## config.mk

```make
export PLATFORM = sky130hd
export DESIGN_NAME = gyro_heading_integrator_top
export DESIGN_NICKNAME = d
export VERILOG_FILES = /design/src/rtl/core/ghi_pkg.sv /design/src/rtl/core/ghi_cal.sv /design/src/rtl/core/ghi_delta.sv /design/src/rtl/core/ghi_heading.sv /design/src/rtl/core/gyro_heading_integrator_top.sv
export SDC_FILE = /design/constraint.sdc
export NUM_CORES = 1
export LEC_CHECK = 0
export ABC_AREA = 0
export BUFFER_PORTS_ARGS = -buffer_cell sky130_fd_sc_hd__buf_2
export CORE_AREA = 4 4 234 236
export CTS_CLUSTER_DIAMETER = 50
export CTS_CLUSTER_SIZE = 8
export DETAILED_ROUTE_END_ITERATION = 10
export DIE_AREA = 0 0 238 240
export PLACE_DENSITY = 0.77
export SYNTH_ARGS = -nofsm -noshare
export SYNTH_HDL_FRONTEND = slang
export SYNTH_HIERARCHICAL = 1
export SYNTH_SLANG_ARGS = --single-unit
```

## constraint.sdc

```tcl
create_clock -name i_clk -period 23.1 [get_ports i_clk]
set_clock_uncertainty 0.1 [all_clocks]
set_input_delay 4.62 -clock i_clk [delete_from_list [all_inputs] [get_ports i_clk]]
set_output_delay 4.62 -clock i_clk [all_outputs]
set_load 0.05 [all_outputs]
```

## src/rtl/core/ghi_pkg.sv

```systemverilog
// Shared types and constants for the gyro heading integrator.
`default_nettype none

package ghi_pkg;

    localparam int FUNC_W  = 2;
    localparam int RATE_W  = 16;
    localparam int ANGLE_W = 23;
    localparam int STEP_W  = 18;
    localparam int BIAS_W  = 24;
    localparam int DELTA_W = 17;
    localparam int CALC_W  = 25;

    localparam logic [FUNC_W-1:0] FUNC_CAL  = 2'd0;
    localparam logic [FUNC_W-1:0] FUNC_TICK = 2'd1;
    localparam logic [FUNC_W-1:0] FUNC_GPS  = 2'd2;

    localparam logic [ANGLE_W-1:0] FULL_TURN  = 23'd5898240;
    localparam logic [ANGLE_W-1:0] HALF_TURN  = 23'd2949120;
    localparam int                 MAX_DELTA  = 49152;
    localparam int                 MAX_Q      = MAX_DELTA / 10;
    localparam logic [STEP_W-1:0]  STEP_RESET = 18'd1638;

    typedef struct packed {
        logic [FUNC_W-1:0]        func;
        logic signed [RATE_W-1:0] gyro_rate;
        logic [ANGLE_W-1:0]       gps_course;
    } t_in_beat;

    typedef struct packed {
        logic [ANGLE_W-1:0] heading;
        logic               ready_res;
    } t_out_beat;

    typedef struct packed {
        logic              load;
        logic [FUNC_W-1:0] func;
        logic              cal_done;
    } t_head_ctl;

endpackage

`default_nettype wire

```

## src/rtl/core/ghi_cal.sv

```systemverilog
// Calibration accumulator: sums samples and latches the bias sum.
`default_nettype none

module ghi_cal #(
    parameter int BIAS_SAMPLES = 256
) (
    input  logic                              i_clk,
    input  logic                              i_rst_n,
    input  logic                              i_en,
    input  logic signed [ghi_pkg::RATE_W-1:0] i_rate,
    output logic signed [ghi_pkg::BIAS_W-1:0] o_bias_sum,
    output logic                              o_done
);
    import ghi_pkg::*;

    localparam int CNT_W = $clog2(BIAS_SAMPLES);

    logic [CNT_W-1:0]         r_cal_count;
    logic [CNT_W:0]           n_cal_count;
    logic signed [BIAS_W-1:0] r_cal_sum;
    logic signed [BIAS_W-1:0] n_cal_sum;
    logic signed [BIAS_W-1:0] r_bias_sum;

    assign n_cal_count = {1'b0, r_cal_count} + (CNT_W+1)'(1);
    assign n_cal_sum   = r_cal_sum + {{(BIAS_W-RATE_W){i_rate[RATE_W-1]}}, i_rate};
    assign o_done      = i_en && (n_cal_count == (CNT_W+1)'(BIAS_SAMPLES));
    assign o_bias_sum  = r_bias_sum;

    always_ff @(posedge i_clk) begin
        if (!i_rst_n) begin
            r_cal_count <= '0;
            r_cal_sum   <= '0;
            r_bias_sum  <= '0;
        end else if (i_en) begin
            if (o_done) begin
                r_bias_sum  <= n_cal_sum;
                r_cal_sum   <= '0;
                r_cal_count <= '0;
            end else begin
                r_cal_sum   <= n_cal_sum;
                r_cal_count <= n_cal_count[CNT_W-1:0];
            end
        end
    end

endmodule

`default_nettype wire

```

## src/rtl/core/ghi_delta.sv

```systemverilog
// Gyro delta: de-bias, truncate to 10 LSB steps by reciprocal multiply, clamp.
`default_nettype none

module ghi_delta #(
    parameter int BIAS_SAMPLES = 256
) (
    input  logic                               i_clk,
    input  logic                               i_load,
    input  logic signed [ghi_pkg::RATE_W-1:0]  i_rate,
    input  logic signed [ghi_pkg::BIAS_W-1:0]  i_bias,
    output logic signed [ghi_pkg::DELTA_W-1:0] o_delta
);
    import ghi_pkg::*;

    localparam int NUM_W   = CALC_W + 1;
    localparam int DIV     = 10 * BIAS_SAMPLES;
    localparam int DIV_LOG = $clog2(DIV);
    localparam int SHIFT   = CALC_W + DIV_LOG;
    localparam int RECIP_W = CALC_W + 2;
    localparam int PROD_W  = SHIFT + CALC_W;
    localparam int Q_W     = CALC_W + 1 - DIV_LOG;
    localparam logic [RECIP_W-1:0] RECIP =
        RECIP_W'(((64'd1 << SHIFT) + 64'(DIV) - 64'd1) / 64'(DIV));

    logic signed [NUM_W-1:0] rate_ext;
    logic signed [NUM_W-1:0] bias_ext;
    logic signed [NUM_W-1:0] num;
    logic                    neg;
    logic [CALC_W-1:0]       mag;
    logic [PROD_W-1:0]       prod;
    logic                    r_neg;
    logic [Q_W-1:0]          r_q;
    logic [DELTA_W-1:0]      mag_d;

    assign rate_ext = NUM_W'(i_rate);
    assign bias_ext = NUM_W'(i_bias);
    assign num      = rate_ext * $signed(NUM_W'(BIAS_SAMPLES)) - bias_ext;
    assign neg      = num[NUM_W-1];
    assign mag      = neg ? CALC_W'(-num) : CALC_W'(num);
    assign prod     = PROD_W'(mag) * PROD_W'(RECIP);

    always_ff @(posedge i_clk) begin
        if (i_load) begin
            r_neg <= neg;
            r_q   <= prod[SHIFT +: Q_W];
        end
    end

    assign mag_d   = (r_q > Q_W'(MAX_Q)) ? DELTA_W'(MAX_DELTA)
                                         : DELTA_W'(r_q) * DELTA_W'(10);
    assign o_delta = r_neg ? -$signed(mag_d) : $signed(mag_d);

endmodule

`default_nettype wire

```

## src/rtl/core/ghi_heading.sv

```systemverilog
// Heading register: gyro integration, GPS nudge, wrap and ready flag.
`default_nettype none

module ghi_heading (
    input  logic                               i_clk,
    input  logic                               i_rst_n,
    input  ghi_pkg::t_head_ctl                 i_ctl,
    input  logic signed [ghi_pkg::DELTA_W-1:0] i_delta,
    input  logic [ghi_pkg::ANGLE_W-1:0]        i_course,
    input  logic [ghi_pkg::STEP_W-1:0]         i_step,
    output logic [ghi_pkg::ANGLE_W-1:0]        o_heading,
    output logic                               o_ready
);
    import ghi_pkg::*;

    localparam logic signed [CALC_W-1:0] FULL_S = CALC_W'(FULL_TURN);
    localparam logic signed [CALC_W-1:0] HALF_S = CALC_W'(HALF_TURN);

    logic [ANGLE_W-1:0]       r_heading;
    logic [ANGLE_W-1:0]       n_heading;
    logic                     r_ready;
    logic                     n_ready;
    logic signed [CALC_W-1:0] head_ext;
    logic signed [CALC_W-1:0] step_ext;
    logic signed [CALC_W-1:0] diff;
    logic signed [CALC_W-1:0] diff_w;
    logic signed [CALC_W-1:0] addend;
    logic signed [CALC_W-1:0] sum;
    logic [ANGLE_W-1:0]       wrap_head;

    assign head_ext = CALC_W'(r_heading);
    assign step_ext = CALC_W'(i_step);
    assign diff     = CALC_W'(i_course) - head_ext;

    // single wrap of the course difference; its sign picks the direction
    always_comb begin
        priority if (diff > HALF_S) begin
            diff_w = diff - FULL_S;
        end else if (diff < -HALF_S) begin
            diff_w = diff + FULL_S;
        end else begin
            diff_w = diff;
        end
    end

    always_comb begin
        addend = '0;
        unique case (i_ctl.func)
            FUNC_TICK: begin
                addend = CALC_W'(i_delta);
            end
            FUNC_GPS: begin
                priority if (diff_w > 0) begin
                    addend = step_ext;
                end else if (diff_w < 0) begin
                    addend = -step_ext;
                end else begin
                    addend = '0;
                end
            end
            default: begin
                addend = '0;
            end
        endcase
    end

    assign sum = head_ext + addend;

    always_comb begin
        priority if (sum >= FULL_S) begin
            wrap_head = ANGLE_W'(sum - FULL_S);
        end else if (sum < 0) begin
            wrap_head = ANGLE_W'(sum + FULL_S);
        end else begin
            wrap_head = ANGLE_W'(sum);
        end
    end

    always_comb begin
        n_heading = r_heading;
        n_ready   = r_ready;
        unique case (i_ctl.func)
            FUNC_CAL: begin
                if (i_ctl.cal_done) begin
                    n_heading = '0;
                    n_ready   = 1'b1;
                end
            end
            FUNC_TICK, FUNC_GPS: begin
                if (r_ready) begin
                    n_heading = wrap_head;
                end
            end
            default: begin
                n_heading = r_heading;
            end
        endcase
    end

    always_ff @(posedge i_clk) begin
        if (!i_rst_n) begin
            r_heading <= '0;
            r_ready   <= 1'b0;
        end else if (i_ctl.load) begin
            r_heading <= n_heading;
            r_ready   <= n_ready;
        end
    end

    assign o_heading = n_heading;
    assign o_ready   = n_ready;

endmodule

`default_nettype wire

```

## src/rtl/core/gyro_heading_integrator_top.sv

```systemverilog
// Gyro heading integrator: top level with pipeline control and config register.
//
// Input channel (i_in_valid / o_in_stall / i_in_data) takes one beat per item:
// calibration sample, gyro tick or GPS course. Every item gives exactly one
// result beat on the output channel (o_out_valid / i_out_stall / o_out_data)
// carrying the heading after the item and the ready flag.
// Three register stages: input register, reciprocal-multiply register, result
// register; a beat passes through them in that order. One item per cycle
// sustained while the output is not stalled; the 25 x 27 bit reciprocal
// multiply sits between the first two stages.
// The config channel (i_cfg_valid / o_cfg_ready / i_cfg_data) writes the GPS
// correction step; ready is always high. Write it only while the block is idle.
// Reset (synchronous, active low) empties the pipeline, clears heading,
// calibration sums and ready, and sets the step to 1638.
// When the receiver stalls, the result beat holds; stages behind it keep
// filling bubbles and input stalls only once all stages are occupied.
`default_nettype none

module gyro_heading_integrator_top #(
    parameter int BIAS_SAMPLES = 256
) (
    input  logic                             i_clk,
    input  logic                             i_rst_n,
    input  logic                             i_in_valid,
    output logic                             o_in_stall,
    input  ghi_pkg::t_in_beat                i_in_data,
    output logic                             o_out_valid,
    input  logic                             i_out_stall,
    output ghi_pkg::t_out_beat               o_out_data,
    input  logic                             i_cfg_valid,
    output logic                             o_cfg_ready,
    input  logic [ghi_pkg::STEP_W-1:0]       i_cfg_data
);
    import ghi_pkg::*;

    logic                        r_s1_valid;
    t_in_beat                    r_s1;
    logic                        r_s2_valid;
    logic [FUNC_W-1:0]           r_s2_func;
    logic [ANGLE_W-1:0]          r_s2_course;
    logic                        r_s2_cal_done;
    logic                        r_out_valid;
    t_out_beat                   r_out;
    logic [STEP_W-1:0]           r_step;

    logic                        rdy_out;
    logic                        rdy_s2;
    logic                        rdy_s1;
    logic                        cal_en;
    logic                        cal_done;
    logic signed [BIAS_W-1:0]    bias_sum;
    logic signed [DELTA_W-1:0]   delta;
    t_head_ctl                   head_ctl;
    logic [ANGLE_W-1:0]          head_next;
    logic                        ready_next;

    assign rdy_out    = !r_out_valid || !i_out_stall;
    assign rdy_s2     = !r_s2_valid || rdy_out;
    assign rdy_s1     = !r_s1_valid || rdy_s2;
    assign o_in_stall = !rdy_s1;
    assign o_cfg_ready = 1'b1;

    assign cal_en = r_s1_valid && rdy_s2 && (r_s1.func == FUNC_CAL);

    ghi_cal #(
        .BIAS_SAMPLES (BIAS_SAMPLES)
    ) u_cal (
        .i_clk      (i_clk),
        .i_rst_n    (i_rst_n),
        .i_en       (cal_en),
        .i_rate     (r_s1.gyro_rate),
        .o_bias_sum (bias_sum),
        .o_done     (cal_done)
    );

    ghi_delta #(
        .BIAS_SAMPLES (BIAS_SAMPLES)
    ) u_delta (
        .i_clk   (i_clk),
        .i_load  (rdy_s2),
        .i_rate  (r_s1.gyro_rate),
        .i_bias  (bias_sum),
        .o_delta (delta)
    );

    assign head_ctl.load     = r_s2_valid && rdy_out;
    assign head_ctl.func     = r_s2_func;
    assign head_ctl.cal_done = r_s2_cal_done;

    ghi_heading u_heading (
        .i_clk     (i_clk),
        .i_rst_n   (i_rst_n),
        .i_ctl     (head_ctl),
        .i_delta   (delta),
        .i_course  (r_s2_course),
        .i_step    (r_step),
        .o_heading (head_next),
        .o_ready   (ready_next)
    );

    always_ff @(posedge i_clk) begin
        if (!i_rst_n) begin
            r_s1_valid  <= 1'b0;
            r_s2_valid  <= 1'b0;
            r_out_valid <= 1'b0;
            r_step      <= STEP_RESET;
        end else begin
            if (rdy_s1) begin
                r_s1_valid <= i_in_valid;
            end
            if (rdy_s2) begin
                r_s2_valid <= r_s1_valid;
            end
            if (rdy_out) begin
                r_out_valid <= r_s2_valid;
            end
            if (i_cfg_valid && o_cfg_ready) begin
                r_step <= i_cfg_data;
            end
        end
    end

    always_ff @(posedge i_clk) begin
        if (rdy_s1) begin
            r_s1 <= i_in_data;
        end
        if (rdy_s2) begin
            r_s2_func     <= r_s1.func;
            r_s2_course   <= r_s1.gps_course;
            r_s2_cal_done <= cal_done;
        end
        if (rdy_out && r_s2_valid) begin
            r_out.heading   <= head_next;
            r_out.ready_res <= ready_next;
        end
    end

    assign o_out_valid = r_out_valid;
    assign o_out_data  = r_out;

endmodule

`default_nettype wire

```

* Word level (Yosys, flattened, before mapping)
Index checks and enable logic that the tools add are counted.
Storage, ports and cells: register bits 207, logic and storage cells 76, output and inout port bits 27
Operators by class: magnitude comparators 7, equal/unequal tests 3, muxes and demuxes 17, multiply operators 2, add/subtract/negate cells 12, reduce and logical (&&, ||, !) cells 16
Operators with widths (number):
- $mux W25 | 5
- $mux W23 | 4
- $lt A25 B1 Y1 const B | 2
- $pmux W25 S2 | 1
- $mul A25 B24 Y49 const B | 1
- $pmux W23 S2 | 1
- $mux W17 | 2
- $add A24 B25 Y25 | 1
- $add A25 B24 Y25 const B | 1
- $ge A25 B24 Y1 const B | 1
- $gt A25 B1 Y1 const B | 1
- $gt A25 B23 Y1 const B | 1
- $lt A25 B23 Y1 const B | 1
- $neg A18 Y25 | 1
- $neg A25 Y25 | 1
- $sub A24 B24 Y25 | 1
- $sub A25 B24 Y25 const B | 1
- $add A24 B24 Y24 | 1
- $mux W24 | 1
- $sub A23 B23 Y24 | 1
- $add A23 B23 Y23 const B | 1
- $sub A23 B23 Y23 const B | 1
- $neg A17 Y17 | 1
- $mul A14 B3 Y16 const B | 1
- 13 further kinds | 24

* Depth between registers and ports, before layout
depth after elaboration 14, mapped depth 37, mapped depth without buffers 35

* Cells and area by module
The synthesis kept the hierarchy.
Modules (own cells, without submodules):
- ghi_delta | area each 13679.4 µm², cells an instance 1449, times used 1
- ghi_heading | area each 5424.0 µm², cells an instance 754, times used 1
- gyro_heading_integrator_top | area each 3545.9 µm², cells an instance 164, times used 1
- ghi_cal | area each 3404.5 µm², cells an instance 418, times used 1

* Least setup slack after synthesis
No wires, ideal clock.
kind input to output, from input port i_out_stall, to output port o_in_stall, required time 18.380 ns, cell stages on the path 1, arrival 5.139 ns, path slack 13.241 ns, cell sequence and4_1
Between the ends: cells in the longest elaborated chain, start to end 5
RTL lines:
- start, declared | line gyro_heading_integrator_top.sv:28 | input logic i_out_stall,
- $logic_not A1 Y1 | line gyro_heading_integrator_top.sv:57 | assign rdy_out = !r_out_valid || !i_out_stall;
- $logic_or A1 B1 Y1 | line gyro_heading_integrator_top.sv:57
- $logic_or A1 B1 Y1 | line gyro_heading_integrator_top.sv:58 | assign rdy_s2 = !r_s2_valid || rdy_out;
- $logic_or A1 B1 Y1 | line gyro_heading_integrator_top.sv:59 | assign rdy_s1 = !r_s1_valid || rdy_s2;
- $logic_not A1 Y1 | line gyro_heading_integrator_top.sv:60 | assign o_in_stall = !rdy_s1;
- end, declared | line gyro_heading_integrator_top.sv:25 | output logic o_in_stall,
No other way between the ends.

* Worst setup path in the final report
from register u_cal.r_bias_sum[0] (netlist: u_cal/o_bias_sum[0]), to register u_delta.r_q[8], data pin
Between the ends: cells in the longest elaborated chain, start to end 4
RTL lines:
- start, declared | line ghi_cal.sv:22 | logic signed [BIAS_W-1:0] r_bias_sum;
- start signal, assigned | line ghi_cal.sv:36 | r_bias_sum <= n_cal_sum;
- $sub A24 B24 Y25 (*) | line ghi_delta.sv:37 | assign num = rate_ext * $signed(NUM_W'(BIAS_SAMPLES)) - bias_ext;
- named net u_delta.num[24] | line ghi_delta.sv:27 | logic signed [NUM_W-1:0] num;
- $neg A25 Y25 | line ghi_delta.sv:39 | assign mag = neg ? CALC_W'(-num) : CALC_W'(num);
- $mux W25 (*) | line ghi_delta.sv:39
- $mul A25 B24 Y49 (*) | line ghi_delta.sv:40 | assign prod = PROD_W'(mag) * PROD_W'(RECIP);
- named net u_delta.prod[45] | line ghi_delta.sv:30 | logic [PROD_W-1:0] prod;
- end signal, assigned | line ghi_delta.sv:45 | r_q <= prod[SHIFT +: Q_W];
- end, declared | line ghi_delta.sv:32 | logic [Q_W-1:0] r_q;
Mark *: on every way through the listed nets, which the timed path passes. The rest lies on a longest branch. A chain may end at the register's enable or synchronous reset.

==> metrics <==
Post-synth top flop edfxtp_1; drt pass-1 iters 5; CTS max path bufs 3; routing usage on met2 0.3752; global route hottest layer met2; DIE AREA ~57,000 µm²; min-delay src r_s1[4]; GR Util met3 0.03521; CP Max Fanout 20; Hold Path Class reg2reg; Sequential Area 5205 µm²; final worst-path cycle share 0.4434; commonest cells after routing, fill and taps aside inv_1, ha_1, fa_1; Setup violations, final 0; post-layout min period ~10,000 ps; Ant. Diodes 0; most frequent cell on the critical path inv_1; Rows 84; Worst setup EP type flop; residual DRC count 0; CTS Sinks about 210; worst setup path end u_delta/r_q[8]; FMAX a little under 0.1 GHz; Non-Filler Instances approximately 3,600; Post-synth EDFFs between 100 and 150; Critical Path Start u_cal/o_bias_sum[0]; Async S/R FF share, synth 0; Routed Antenna Nets 0; hold slack just over 300 ps; Critical Path AT 10,410 ps; initial core utilization 0.4968; fin util 0.5375; Syn Area/Cell between 9 and 10 µm²; Slew HR 0.2492; DR vias around 20,000; r2r endpoint u_delta/r_q[8]; clk_lat worst skew around 540 ps; clock slew at reported path FFs approximately 50 ps; Synthesized Nets between 3,000 and 4,000; Syn. warnings 6; CTS-repair resized insts 0; vias in the first global route approximately 20,000; WL final ~64,000 µm; GR Overflow Total 0; Tot GR Track Use 0.2264; CTS Hold Bufs 0; reg2reg setup slack 12,860 ps; Seq cells post-synth roughly 210; Least-Margin Pin Slew about 1100 ps; pin count of the biggest net entering global routing 70; Core Footprint 52,450 µm²; fillcell total 4,586; RSZ-0062 raised after global routing false; Seq/Total Area, Yosys 0.1998; Max-cap violations 0; Worst path slowest cell xor2_1; Setup TNS 0 ps; Startpoint Class flop; placed cells 3,501; outcome complete, no violations; Area Overhead vs Synth 8.203%; Top-Level Pins roughly 90; share of layout cells above drive strength 1 0.08070; final hold violations 0; CTS HTree Levels 2; Yosys cell types roughly 120; IO Port Bufs a little under 90; critical path's largest stage delay 600 ps; CP Data Required Time about 23,000 ps; met1 GRT Util 0.3051; commonest non-fill, non-tap cell in the layout inv_1; worst flop-to-flop path startpoint u_cal/o_bias_sum[0]; nets@finish ~3,500; DR WL/cell roughly 18 µm; cells after synthesis approximately 2,800; Chip Width about 240 µm; fin. max-slew vios 0; Root Buffer clkbuf_16; TritonCTS clock tree done; wire length of the first global-routing pass ~110,000 µm; dpl hpwl about 52,000 µm; initial antenna violation count 0; Post-CTS Setup Inserts 0; WS Path Type reg2reg; DRT iter0 DRCs approximately 1,500; chip height 240 µm; multi-input logic area about 19,000 µm²; Cell Area, Synth between 20,000 and 30,000 µm²; DR vias/cell approximately 5.7; R2R cell count 33; CTS Buf Count 35; GPL Wtd Cong 0.9651
[worst min path at each step]
stage | depth (start not counted) | slack, ps | endpoint
floorplan | 0 | 300 | r_s2_course[0]
CTS | 0 | 300 | r_s2_course[4]
detailed placement | 0 | 310 | r_s2_course[7]
finish | 0 | 310 | r_s2_course[4]
global route | 0 | 310 | r_s2_course[14]
global placement | 0 | 300 | r_s2_course[13]
[cells in the mapped netlist (31+ instances only)]
library cell	instances	share of area
edfxtp_1	106	0.12
clkbuf_1	45	0.0065
nor2_1	132	0.019
nand4_1	31	0.0074
fa_1	236	0.18
nand2_1	181	0.026
nand3_1	67	0.013
o21ai_0	110	0.021
xor2_1	80	0.027
a21o_1	55	0.016
a21oi_1	131	0.025
nor3_1	37	0.0071
inv_1	454	0.065
xnor2_1	78	0.026
dfxtp_1	101	0.078
ha_1	386	0.19
nor2b_1	31	0.0074
[critical path, delay by kind of cell (launching register included)]
family          cells  cell delay [ps]
compound gates      8             2240
xor+xnor            2              760
fa+ha+maj           9             4000
buf+inv             8              930
flops               1              410
simple gates        6             1540
[state kept, by name, indices dropped and copies added, names as in the netlist]
signal / count
r_s2_course: 23
r_step: 18
r_s2_valid: 1
r_s2_func: 2
r_s1: 41
u_delta/r_q: 14
u_delta/r_neg: 1
u_cal/r_cal_count: 8
u_cal/o_bias_sum: 24
r_s1_valid: 1
u_heading/r_heading: 23
o_out_data: 24
o_out_valid: 1
u_cal/r_cal_sum: 24
u_heading/r_ready: 1
r_s2_cal_done: 1
[cell families after synthesis]
kind of cell,synth area share
AO/OA/AOI/OAI,0.1634
multiplexers,0.01181
AND/OR/NAND/NOR,0.1196
buffers and inverters,0.08236
flip-flops,0.1998
other,0.0002883
XOR/XNOR,0.05604
adder cells (fa/ha/maj),0.3667
[final cells by class]
type | instances | share of cell area
clock buffers | 54 | 0.03546
clock inverters | 8 | 0.003107
inverters | 459 | 0.06112
multi-input cells | 2039 | 0.6643
flip-flops and latches | 207 | 0.1846
well taps | 688 | 0.03054
repair buffers | 108 | 0.02086
[metal layers]
| metal | vias up | part of all wire |
|---|---|---|
| li1 | 9751 | - |
| met1 | 9755 | 0.44 |
| met2 | 675 | 0.46 |
| met3 | 135 | 0.063 |
| met4 | 0 | 0.037 |
| met5 | - | 0 |
[per-stage QoR]
step,worst slack [ps],area (µm²)
after floorplan,13240,26050
after global placement,13100,27100
after detailed placement,12960,27100
after CTS,12970,28190
after global routing,12120,28190
final,12860,28190
Power is left out: the tool's default activity adds up to more than one toggle a clock period on the data nets, which glitch-free logic cannot reach.
